===== config.mk =====
export PLATFORM = sky130hd
export DESIGN_NAME = ese_ctrl
export DESIGN_NICKNAME = d
export VERILOG_FILES = /design/src/hdl/ese_pkg.sv /design/src/hdl/ese_ctrl.sv
export SDC_FILE = /design/constraint.sdc
export NUM_CORES = 1
export LEC_CHECK = 0
export BUFFER_PORTS_ARGS = -buffer_cell sky130_fd_sc_hd__buf_2
export CORE_AREA = 2 2 47 49
export DETAILED_ROUTE_END_ITERATION = 12
export DIE_AREA = 0 0 49 51
export GPL_ROUTABILITY_DRIVEN = 1
export PLACE_DENSITY = 0.8
export SKIP_LAST_GASP = 1
export SYNTH_ARGS = -nofsm -noshare
export SYNTH_HDL_FRONTEND = slang
export SYNTH_SLANG_ARGS = --single-unit

===== constraint.sdc =====
create_clock -name clk -period 1.7 [get_ports clk]
set_input_delay 0.34 -clock clk [delete_from_list [all_inputs] [get_ports clk]]
set_output_delay 0.34 -clock clk [all_outputs]
set_load 0.03 [all_outputs]

===== src/hdl/ese_pkg.sv =====
`timescale 1ns / 1ps
// ----------------------------------------------------------------------------
// Edge subdivision package
// Widths, register indexes and the control/status types shared by the
// controller and the datapath.
// ----------------------------------------------------------------------------
package ese_pkg;

  localparam int MAX_SEGS   = 64;
  localparam int CNT_W      = 7;
  localparam int NODE_W     = 16;
  localparam int COORD_W    = 32;
  localparam int SIZE_W     = 32;
  localparam int MAG_W      = 33;
  localparam int SUM_W      = 66;
  localparam int RAD_W      = 68;
  localparam int ROOT_W     = 34;
  localparam int REM_W      = 37;
  localparam int DIV_DW     = 41;
  localparam int DIV_VW     = 34;
  localparam int K_W        = 8;
  localparam int IT_W       = 6;
  localparam int SQRT_ITERS = 34;
  localparam int DIV_ITERS  = 41;

  localparam int CFG_IDX_W = 2;
  localparam logic [CFG_IDX_W-1:0] CFG_SIZE  = 2'd0;
  localparam logic [CFG_IDX_W-1:0] CFG_QUAD  = 2'd1;
  localparam logic [CFG_IDX_W-1:0] CFG_FIRST = 2'd2;

  typedef struct packed {
    logic       capture;
    logic       sq_step;
    logic [1:0] axis;
    logic       sqrt_start;
    logic       sqrt_step;
    logic       cnt_div_start;
    logic       cnt_set;
    logic       int_div_start;
    logic       mid_sel;
    logic       div_step;
    logic       store_new;
    logic       store_mid;
    logic       emit_build;
    logic       next_elem;
  } dp_cmd_t;

  typedef struct packed {
    logic size_zero;
    logic quad;
    logic inner;
  } dp_stat_t;

  typedef struct packed {
    logic [NODE_W-1:0]         elem_first;
    logic [NODE_W-1:0]         elem_second;
    logic [NODE_W-1:0]         elem_mid;
    logic                      new_end_valid;
    logic signed [COORD_W-1:0] new_x;
    logic signed [COORD_W-1:0] new_y;
    logic signed [COORD_W-1:0] new_z;
    logic signed [COORD_W-1:0] mid_x;
    logic signed [COORD_W-1:0] mid_y;
    logic signed [COORD_W-1:0] mid_z;
    logic                      last_elem;
    logic                      count_clipped;
  } elem_t;

endpackage


===== src/hdl/ese_ctrl.sv =====
`timescale 1ns / 1ps
// ----------------------------------------------------------------------------
// Edge subdivision controller
// Sequences squaring, square root, count division and per-element placement.
// ----------------------------------------------------------------------------
module ese_ctrl (
  input  logic              clk,
  input  logic              rst,
  input  logic              in_valid,
  output logic              in_ready,
  output logic              out_valid,
  input  logic              out_ready,
  input  ese_pkg::dp_stat_t stat,
  output ese_pkg::dp_cmd_t  cmd
);
  import ese_pkg::*;

  localparam logic [3:0] S_IDLE  = 4'd0;
  localparam logic [3:0] S_SQ    = 4'd1;
  localparam logic [3:0] S_SQI   = 4'd2;
  localparam logic [3:0] S_SQRT  = 4'd3;
  localparam logic [3:0] S_CDL   = 4'd4;
  localparam logic [3:0] S_CDIV  = 4'd5;
  localparam logic [3:0] S_CSET  = 4'd6;
  localparam logic [3:0] S_ELEM  = 4'd7;
  localparam logic [3:0] S_DIVE  = 4'd8;
  localparam logic [3:0] S_STE   = 4'd9;
  localparam logic [3:0] S_DIVM  = 4'd10;
  localparam logic [3:0] S_STM   = 4'd11;
  localparam logic [3:0] S_BUILD = 4'd12;
  localparam logic [3:0] S_OUT   = 4'd13;

  logic [3:0]      state;
  logic [3:0]      state_next;
  logic [IT_W-1:0] it;
  logic [IT_W-1:0] it_next;

  assign in_ready  = (state == S_IDLE);
  assign out_valid = (state == S_OUT);

  always_comb begin
    state_next = state;
    it_next    = it + IT_W'(1);
    cmd        = '0;
    case (state)
      S_IDLE: begin
        it_next = '0;
        if (in_valid) begin
          cmd.capture = 1'b1;
          state_next  = stat.size_zero ? S_ELEM : S_SQ;
        end
      end
      S_SQ: begin
        cmd.sq_step = 1'b1;
        cmd.axis    = it[1:0];
        if (it == IT_W'(2)) begin
          state_next = S_SQI;
        end
      end
      S_SQI: begin
        cmd.sqrt_start = 1'b1;
        it_next        = '0;
        state_next     = S_SQRT;
      end
      S_SQRT: begin
        cmd.sqrt_step = 1'b1;
        if (it == IT_W'(SQRT_ITERS - 1)) begin
          state_next = S_CDL;
        end
      end
      S_CDL: begin
        cmd.cnt_div_start = 1'b1;
        it_next           = '0;
        state_next        = S_CDIV;
      end
      S_CDIV: begin
        cmd.div_step = 1'b1;
        if (it == IT_W'(DIV_ITERS - 1)) begin
          state_next = S_CSET;
        end
      end
      S_CSET: begin
        cmd.cnt_set = 1'b1;
        state_next  = S_ELEM;
      end
      S_ELEM: begin
        it_next = '0;
        if (stat.inner) begin
          cmd.int_div_start = 1'b1;
          state_next        = S_DIVE;
        end else if (stat.quad) begin
          cmd.int_div_start = 1'b1;
          cmd.mid_sel       = 1'b1;
          state_next        = S_DIVM;
        end else begin
          state_next = S_BUILD;
        end
      end
      S_DIVE: begin
        cmd.div_step = 1'b1;
        if (it == IT_W'(DIV_ITERS - 1)) begin
          state_next = S_STE;
        end
      end
      S_STE: begin
        cmd.store_new = 1'b1;
        it_next       = '0;
        if (stat.quad) begin
          cmd.int_div_start = 1'b1;
          cmd.mid_sel       = 1'b1;
          state_next        = S_DIVM;
        end else begin
          state_next = S_BUILD;
        end
      end
      S_DIVM: begin
        cmd.div_step = 1'b1;
        if (it == IT_W'(DIV_ITERS - 1)) begin
          state_next = S_STM;
        end
      end
      S_STM: begin
        cmd.store_mid = 1'b1;
        state_next    = S_BUILD;
      end
      S_BUILD: begin
        cmd.emit_build = 1'b1;
        state_next     = S_OUT;
      end
      S_OUT: begin
        if (out_ready) begin
          if (stat.inner) begin
            cmd.next_elem = 1'b1;
            state_next    = S_ELEM;
          end else begin
            state_next = S_IDLE;
          end
        end
      end
      default: state_next = S_IDLE;
    endcase
  end

  always_ff @(posedge clk) begin
    if (rst) begin
      state <= S_IDLE;
      it    <= '0;
    end else begin
      state <= state_next;
      it    <= it_next;
    end
  end
endmodule


# [After elaboration in Yosys (flattened, before gate mapping)]
# Cells that the tools add are included.
[word_totals] register_bits=10 in_bits=7 out_inout_bits=17 wordCells=60
[op_classes] add_sub_neg=1 n_mux=30 eq_ne=23 n_reduce_logical=4
[op_table] operator="one-hot mux 4 bit (14 select lines)" count=1
[op_table] operator="two-way mux 4 bit" count=8
[op_table] operator="equality test 4 bit (second input constant)" count=6
[op_table] operator="equality test 4 x 3 -> 1 bit (second input constant)" count=4
[op_table] operator="two-way mux 1 bit" count=15
[op_table] operator="equality test 6 bit (second input constant)" count=2
[op_table] operator="two-way mux 3 bit" count=4
[op_table] operator="inequality test 2 bit (second input constant)" count=6
[op_table] operator="equality test 4 x 2 -> 1 bit (second input constant)" count=2
[op_table] operator="AND reduction 7 bit" count=1
[op_table] operator="adder 6 x 1 -> 6 bit (second input constant)" count=1
[op_table] operator="equality test 6 x 2 -> 1 bit (second input constant)" count=1
[op_table] operator="OR reduction 6 bit" count=1
[op_table] operator="equality test 4 x 1 -> 1 bit (second input constant)" count=1
[op_table] operator="zero test 4 bit" count=1
[op_table] operator="one-hot mux 2 bit (2 select lines)" count=1
[op_table] operator="OR reduction 3 bit" count=1
[op_table] operator="two-way mux 2 bit" count=1
[op_table] operator="inequality test 2 x 1 -> 1 bit (second input constant)" count=1

# [Logic depth before layout (Yosys ltp)]
# Gate-level depths: netlist of run 1.
[depth] word_depth=3 depth_mapped=8 depth_no_buf=7

# [Worst setup path after synthesis of run 1]
# No wires, ideal clock.
[synth_path] path_kind="register -> output" start="register state[1]" end="output cmd[10] in the netlist's numbering" t_arrival_ps=1630 setup_slack_ps=-270 required_ps=1360 stages_incl_launch_ff=4 path_buffers=2 cell_sequence="dfxtp_1 > clkbuf_1 > clkbuf_1 > nor3b_1"
[synth_rtl] element="from (decl)" line_no="ese_ctrl.sv:33" rtl="logic [3:0] state;"
[synth_rtl] element="from (signal assigned)" line_no="ese_ctrl.sv:149" rtl="state <= state_next;"
[synth_rtl] element="to (decl)" line_no="ese_ctrl.sv:14" rtl="output ese_pkg::dp_cmd_t cmd"

# [Final worst setup path of run 1]
[layout_path] start="register state[3]" end="register state[1]"
[layout_via] elab_chain_cells=3 elab_cells_between_ends=23 classes_between="eq/ne: 20; mux: 1; reduce/logical: 2"
[layout_lines] element="equality test 4 x 3 -> 1 bit (tied with other cells)" line_no="ese_ctrl.sv:45" rtl="case (state)"
[layout_lines] element="inequality test 2 bit (no source line) or inequality test 2 x 1 -> 1 bit (tied branches)"
[layout_lines] element="AND reduction 7 bit (no source line)"
# Several ways; a longest one is shown, not always the timed one.
# A chain may end at the register's enable or synchronous reset.

==> results.txt, run 1 <==
The clock passes through at most 2 buffers. The post-route worst hold slack came out at 0.284 ns. Leaving out fill and tap cells, the most frequent cells in the layout are buf_4, nor2_1, buf_2.

The commonest non-fill, non-tap cell in the layout was buf_4. The die extent in y was 51 microns. The logs give 180 for the fill cell instance count of the final layout and 0.00111 sq mm for the standard cell area after detailed placement. The final layout contains routed wiring with a total length of 2.53 mm. The logs give 126 for the post-synth net total and 0.786 for the last weighted congestion value of the routability-driven placer. The setup path with the least slack is of type register to register. Data on the critical path is required at its endpoint by 1.86 ns. The relative slew slack was 0.783. The static leakage came out at 0.000605 uW. Die area: 0.00250 sq mm. The logs give 0 for the initial antenna violation count and 0.929 mV for the peak supply drop. The via density per instance is 5.38, and the area of the multi-input gates is 673 sq um. Cell row count: 17. The number of H-tree levels was 1.

The element type at the critical path end was a register. After layout, the minimum clock period comes to 1.75 ns. TritonCTS built the clock tree. The number of global-route vias before repair came out at 901. The run gives 170 as the post-layout net count.

Setup repair after global routing could not meet its margin everywhere. The run gives 24 as the boundary pin count. In this run, placement finished with an instance count of 173.

The detailed-route wire length per cell is 13.7 microns, and the number of diodes added for antenna fixing is 0. The run finished, with violations left. The number of warnings issued by yosys is 0, and the post-layout worst setup margin is -0.0464 ns. The count of distinct cell types in the synthesized netlist is 39. The tools report the post-synthesis sequential area ratio as 0.238. After the flow finishes, the layout carries non-filler instances totaling 185. In this run, CTS created clock tree buffers numbering 3. Summed over all nets, the half-perimeter wirelength after detailed placement is 1.75 mm.

Quantity of hold-fixing buffers added after cts: 0. Dividing total power by cell area gives a power density of 1520 mW/mm^2. For the worst setup path, the data arrival time is 1.90 ns. The cell area after layout was 0.00137 sq mm. After synthesis the cells add up to 841 sq um. The total setup violations reported at the end of the flow was 7; the total congestion overflow after global routing was 0. The maximum fanout encountered on the critical timing path is 6, and the wire length of the first global-routing pass is 3.93 mm. Count of antenna-violating nets left after detailed routing: 0. Clock latency on the worst-skew pair, taken at its later pin, is 0.26 ns. The run gives 10 as the number of clock sinks. The checks that failed: setup timing. Mean instance size in the synthesized netlist: 7.31 sq um.

The clock skew after layout was 0.00324 ns; the initial detailed-routing violation count was 13. For the final count of pins violating max slew, the log shows 0. Entering global routing, the biggest net connects 18 pins. The die extent in x came out at 49 microns. Final clock period utilization by the worst path: 1.03. Detailed routing inserted a total of 995 vias.

The run gives 0 as the max capacitance violation total. For the pin with the worst max-slew slack, the measured transition is 0.322 ns. The effective utilization at floorplan is 0.408, and the highest attainable clock frequency is 0.573 GHz.

The type of the worst min-delay path was primary input to register. Compared with the post-synthesis result, the final layout area differs by 63.2%. The all-layer global routing usage was 0.198; the depth of the worst hold-timing path was 2. The cell count after synthesis was 115; the number of buffers inserted by port buffering was 23. The first-pass detailed-route iteration total is 4. The run gives 0 as the remaining design rule violation count. The share of final-layout standard cells stronger than drive strength 1 was 0.529. The buffer type at the clock tree root was clkbuf_4. The placeable core region is 0.00206 sq mm, and the number of endpoints with negative hold slack in the final report is 0. Clock-pin slew was measured on the worst setup and hold paths at 0.06 ns. The tools report the critical path launch point type as a register. The combined flip-flop and latch cell area was 215 sq um. The number of synthesized register bits works out to 10. For the worst flop-to-flop path, the logic depth is 6.
cells in the mapped netlist:
| cell type | n | area share |
|---|---|---|
| nor2_1 | 20 | 0.089 |
| dfxtp_1 | 10 | 0.24 |
| nor3_1 | 9 | 0.054 |
| nand2_1 | 6 | 0.027 |
| inv_1 | 5 | 0.022 |
| clkbuf_1 | 4 | 0.018 |
| ha_1 | 4 | 0.060 |
| o21ai_0 | 4 | 0.024 |
| a21oi_1 | 3 | 0.018 |
| and3_1 | 3 | 0.022 |
| buf_2 | 3 | 0.018 |
| mux2i_1 | 3 | 0.036 |
| nand2b_1 | 3 | 0.022 |
| nand3_1 | 3 | 0.018 |
| nor3b_1 | 3 | 0.027 |
| a221o_1 | 2 | 0.024 |
| a311oi_1 | 2 | 0.021 |
| nor2b_1 | 2 | 0.015 |
| nor4bb_1 | 2 | 0.024 |
| o22ai_1 | 2 | 0.015 |
| or4_1 | 2 | 0.018 |
| xnor2_1 | 2 | 0.021 |
| xor2_1 | 2 | 0.021 |
| a21boi_0 | 1 | 0.0089 |
| a21o_1 | 1 | 0.0089 |
| a21oi_2 | 1 | 0.010 |
| a2bb2oi_1 | 1 | 0.010 |
| a31o_1 | 1 | 0.010 |
| a32oi_1 | 1 | 0.010 |
| buf_1 | 1 | 0.0045 |
| buf_4 | 1 | 0.0089 |
| buf_6 | 1 | 0.013 |
| nand4b_1 | 1 | 0.010 |
| nor4_1 | 1 | 0.0074 |
| o211a_1 | 1 | 0.012 |
| o21a_1 | 1 | 0.0089 |
| or2_1 | 1 | 0.0074 |
| or2_2 | 1 | 0.0074 |
| or3b_2 | 1 | 0.010 |
logic make-up (layout without fill, tap and decap cells):
group                      Yosys count  count (layout)  synth area share
xor gates and xnor gates             4               4            0.0417
and+or+nand+nor                     58              58             0.359
DFF                                 10              10             0.238
adders and majority gates            4               4            0.0595
AOI/OAI and AO/OA                   21              21             0.182
muxes                                3               3            0.0357
buffers and inverters               15              57            0.0848
per-stage QoR:
stage	power [uW]	utilization	setup TNS, ns	setup WS (ns)
2_1_floorplan	1220	-	-0.0499	-0.0499
3_3_place_gp	1430	0.539	-0.0189	-0.0189
3_5_place_dp	1480	0.539	-0.146	-0.0558
4_1_cts	1760	0.585	-0.208	-0.0738
5_1_grt	2210	0.665	-0.735	-0.116
6_report	2080	0.665	-0.196	-0.0464
what timing repair did:
action	4_1_cts	5_1_grt
gates cloned	0	1
setup buffers	2	6
pin swaps	3	10
setup endpoints to repair	17	15
resized for setup	21	29
worst paths after layout:
path / from / to / slack (ns)
worst max-delay path: state[3]$_SDFFE_PP0P_ / state[1]$_SDFFE_PP0P_ / -0.05
worst max register to register: state[3]$_SDFFE_PP0P_ / state[1]$_SDFFE_PP0P_ / -0.05
worst min-delay path: rst / state[2]$_SDFFE_PP0P_ / 0.28
worst min register to register: it[0]$_SDFF_PP0_ / it[0]$_SDFF_PP0_ / 0.53
critical path: stages, from the launching register on:
cell and delay, ns:
dfxtp_4 0.36, buf_4 0.13, or4_4 0.51, a21oi_2 0.17, or4_4 0.19, mux2i_1 0.21
nor2_1 0.07
power by group:
part / leakage [uW] / internal [uW] / switching, uW
logic: 0.000507 / 768 / 772
clock network: 0.0000138 / 81.6 / 75.9
registers: 0.0000847 / 301 / 86.4
total: 0.000605 / 1150 / 934
layer usage:
| metal | vias up | track usage | share of wire |
|---|---|---|---|
| met5 | - | 0 | 0 |
| met2 | 21 | 0.384 | 0.55 |
| li1 | 490 | - | - |
| met3 | 4 | 0.0205 | 0.032 |
| met1 | 480 | 0.221 | 0.41 |
| met4 | 0 | 0.0762 | 0.012 |
registers in the layout (all words and copies together) (netlist names):
signal / cells
it: 6
state: 4
area by class of cell:
type / instances / area share
Sequential cell: 10 / 0.157
Inverter: 5 / 0.0137
Tap cell: 28 / 0.0255
Timing Repair Buffer: 49 / 0.297
Multi-Input combinational cell: 90 / 0.490
Clock buffer: 3 / 0.0164
(Power assumes the default switching activity.)
==> inputs of run 2 (changes only) <==
==> constraint.sdc (replaced) <==
create_clock -name clk -period 1.7 [get_ports clk]
set_input_delay 0.17 -clock clk [delete_from_list [all_inputs] [get_ports clk]]
set_output_delay 0.17 -clock clk [all_outputs]
set_load 0.03 [all_outputs]
==> run 2 against run 1 <==
The flow now finishes without violations. Largest cell class unchanged. Power fell by 18%. Maximum frequency is 4.5% higher. Via count is 4.4% lower. Final area is 17% lower. Clock skew up 0.0038 ns. Utilization decreased by 11 points. Routed wire length decreased by 13%. Global-route usage fell by 1.8 points. Hold slack worse by 0.18 ns.
==> results.txt, run 2 (same netlist as run 1, synthesis figures left out) <==
The largest registers in the layout are it (6), state (4). The run gives 0 (unchanged) as the final count of pins violating max slew. The run gives 0 (unchanged) as the quantity of hold-fixing buffers added after cts. The area of the multi-input gates came out at 592 sq um (-12%). The element type at the critical path end is a register.

The tools report the wire length of the first global-routing pass as 3.53 mm (-10%). The run gives 10 (unchanged) as the number of clock sinks. The via density per instance is 5.34 (-0.66%). The logs give 162 (-4.7%) for the post-layout net count and 0 (unchanged) for the total congestion overflow after global routing. For the die area, the log shows 0.00250 sq mm (unchanged). The logs give 0.930 (+18%) for the last weighted congestion value of the routability-driven placer and 0.0322 (+0.0117) for the global routing met3 resource utilization. The final clock period utilization by the worst path was 0.983 (-0.0442); the clock tree buffer depth was 2 (unchanged).

The run gives 0 (unchanged) as the initial antenna violation count. The power density over the cells was 1510 mW/mm^2 (-0.79%). The peak supply drop was 0.936 mV (+0.77%).

The commonest non-fill, non-tap cell in the layout is buf_2. Arrival time of the worst setup path: 1.88 ns (-0.02 ns). Leaving out fill and tap cells, the most frequent cells in the layout are buf_2, nor2_1, buf_4. The static leakage was 0.000528 uW (-13%). The tightest min-delay check is of the primary input to register type.

Number of buffers inserted by port buffering: 23 (unchanged). Setup repair after global routing could not meet its margin everywhere. The die extent in y was 51 microns (unchanged); the post-route core utilization was 0.553 (-0.112).

The busiest metal layer after global routing was met2. The logs give 206 sq um (-4.1%) for the combined flip-flop and latch cell area and 4 (unchanged) for the first-pass detailed-route iteration total. The transition time at the pin with the least slew margin was 0.312 ns (-0.00964 ns); the number of diodes added for antenna fixing was 0 (unchanged).

The effective utilization at floorplan was 0.408 (unchanged). The run gives 3 (unchanged) as the total CTS buffers. TritonCTS built the clock tree. The area growth from synthesis to layout was 35.7%; the initial detailed-routing violation count was 20 (+7). The total detailed-routing wirelength was 2.21 mm (-13%). The run gives 0 (unchanged) as the max capacitance violation total. The run gives 1 (unchanged) as the number of H-tree levels. The run gives 178 (-3.8%) as the post-layout instance count excluding filler cells.

The run gives 0.201 (-0.0196) as the met1 routing resource usage after global routing. The tools report the worst setup timing slack at the placement stage as -0.0756 ns (-0.0198 ns). The run finished with clean final reports. The highest attainable clock frequency is 0.598 GHz (+4.5%), and the maximum fanout encountered on the critical timing path is 5 (-1). The logs give 17 (unchanged) for the cell row count and 174 (+0.58%) for the post-placement cell count. The required time at the endpoint of the critical path was 1.91 ns (+0.05 ns).

The critical path in this run is classified as register to register. The number of flip-flops in the largest register came out at 6 (unchanged). The logs give 24 (unchanged) for the boundary pin count and 1.80 mm (+2.9%) for the placed wire-length estimate. The remaining design rule violation count was 0 (unchanged). The critical path launch point type is a register. The run gives 0.00699 ns (+0.00375 ns) as the clock skew after layout.

The total setup violations reported at the end of the flow was 0 (-7); the number of endpoints with negative hold slack in the final report was 0 (unchanged). The run gives 0.333 (-0.0502) as the met2 layer usage reported by global route. The tools report the placeable core region as 0.00206 sq mm (unchanged). The all-layer global routing usage was 0.179 (-0.0183). The detailed-route wire length per cell is 12.4 microns (-9.4%). it holds more flip-flops than any other register. The share of final-layout standard cells stronger than drive strength 1 was 0.400 (-0.129). The die extent in x was 49 microns (unchanged). The tree is rooted in a clkbuf_4. The run gives 951 (-4.4%) as the total via count in the routed design. The logs give 0.0287 ns (+0.0751 ns) for the post-layout worst setup margin and 0 (unchanged) for the count of antenna-violating nets left after detailed routing.

The relative slew slack is 0.789 (+0.00651). The number of global-route vias before repair was 862 (-4.3%); the post-CTS clock slew at the launch and capture registers of the worst setup and hold paths was 0.07 ns (about the same). Overall power of the completed layout: 1720 uW (-18%).

The final critical-path required period was 1.67 ns (-0.0751 ns). For the sum of negative setup slack, the log shows 0 ns (+0.196 ns). The clock latency of the later-clocked register in the worst-skew pair is 0.27 ns (about the same), and the largest net degree at the start of global routing is 12 (-6). The fill cell instance count of the final layout came out at 199 (+11%).
## run 2: critical path, cell delays in order, from the launching register on
cell and delay, ns:
dfxtp_1 0.31, nor3_1 0.26, a311oi_1 0.14, or4_4 0.57
a31o_1 0.22, a21oi_2 0.11
## run 2: through the flow
stage	cell area [sq um]	hold WS, ns
finish	1140	0.103
global placement	1080	0.398
global route	1140	0.106
detailed placement	1080	0.405
floorplan	856	0.232
CTS	1120	0.111
## run 2: layout make-up
class	count	area share
repair buffers	41	0.221
well taps	28	0.0307
clock buffers	4	0.0318
flip-flops and latches	10	0.181
multi-input cells	90	0.519
inverters	5	0.0164
## run 2: worst paths after layout
kind / from / end / slack (ns) / depth (start not counted)
max reg2reg: it[2]$_SDFF_PP0_ / state[2]$_SDFFE_PP0P_ / 0.03 / 5
min reg2reg: it[0]$_SDFF_PP0_ / it[0]$_SDFF_PP0_ / 0.55 / 2
min: rst / state[2]$_SDFFE_PP0P_ / 0.10 / 2
max: it[2]$_SDFF_PP0_ / state[2]$_SDFFE_PP0P_ / 0.03 / 5
## run 2: timing repair
action | CTS | global route
cloned | 0 | 0
gates resized for setup | 2 | 6
setup buffers | 0 | 0
setup endpoints to repair | 4 | 9
## run 2: layer usage
layer  vias up  share of wire
met2        34           0.52
met5         -              0
li1        475              -
met4         0          0.017
met3         8          0.066
met1       434           0.40
## run 2: where the power goes
part	internal (uW)	leakage, uW	switching, uW
logic	495	0.000424	645
registers	292	0.0000833	68.3
clock network	130	0.0000210	88.4
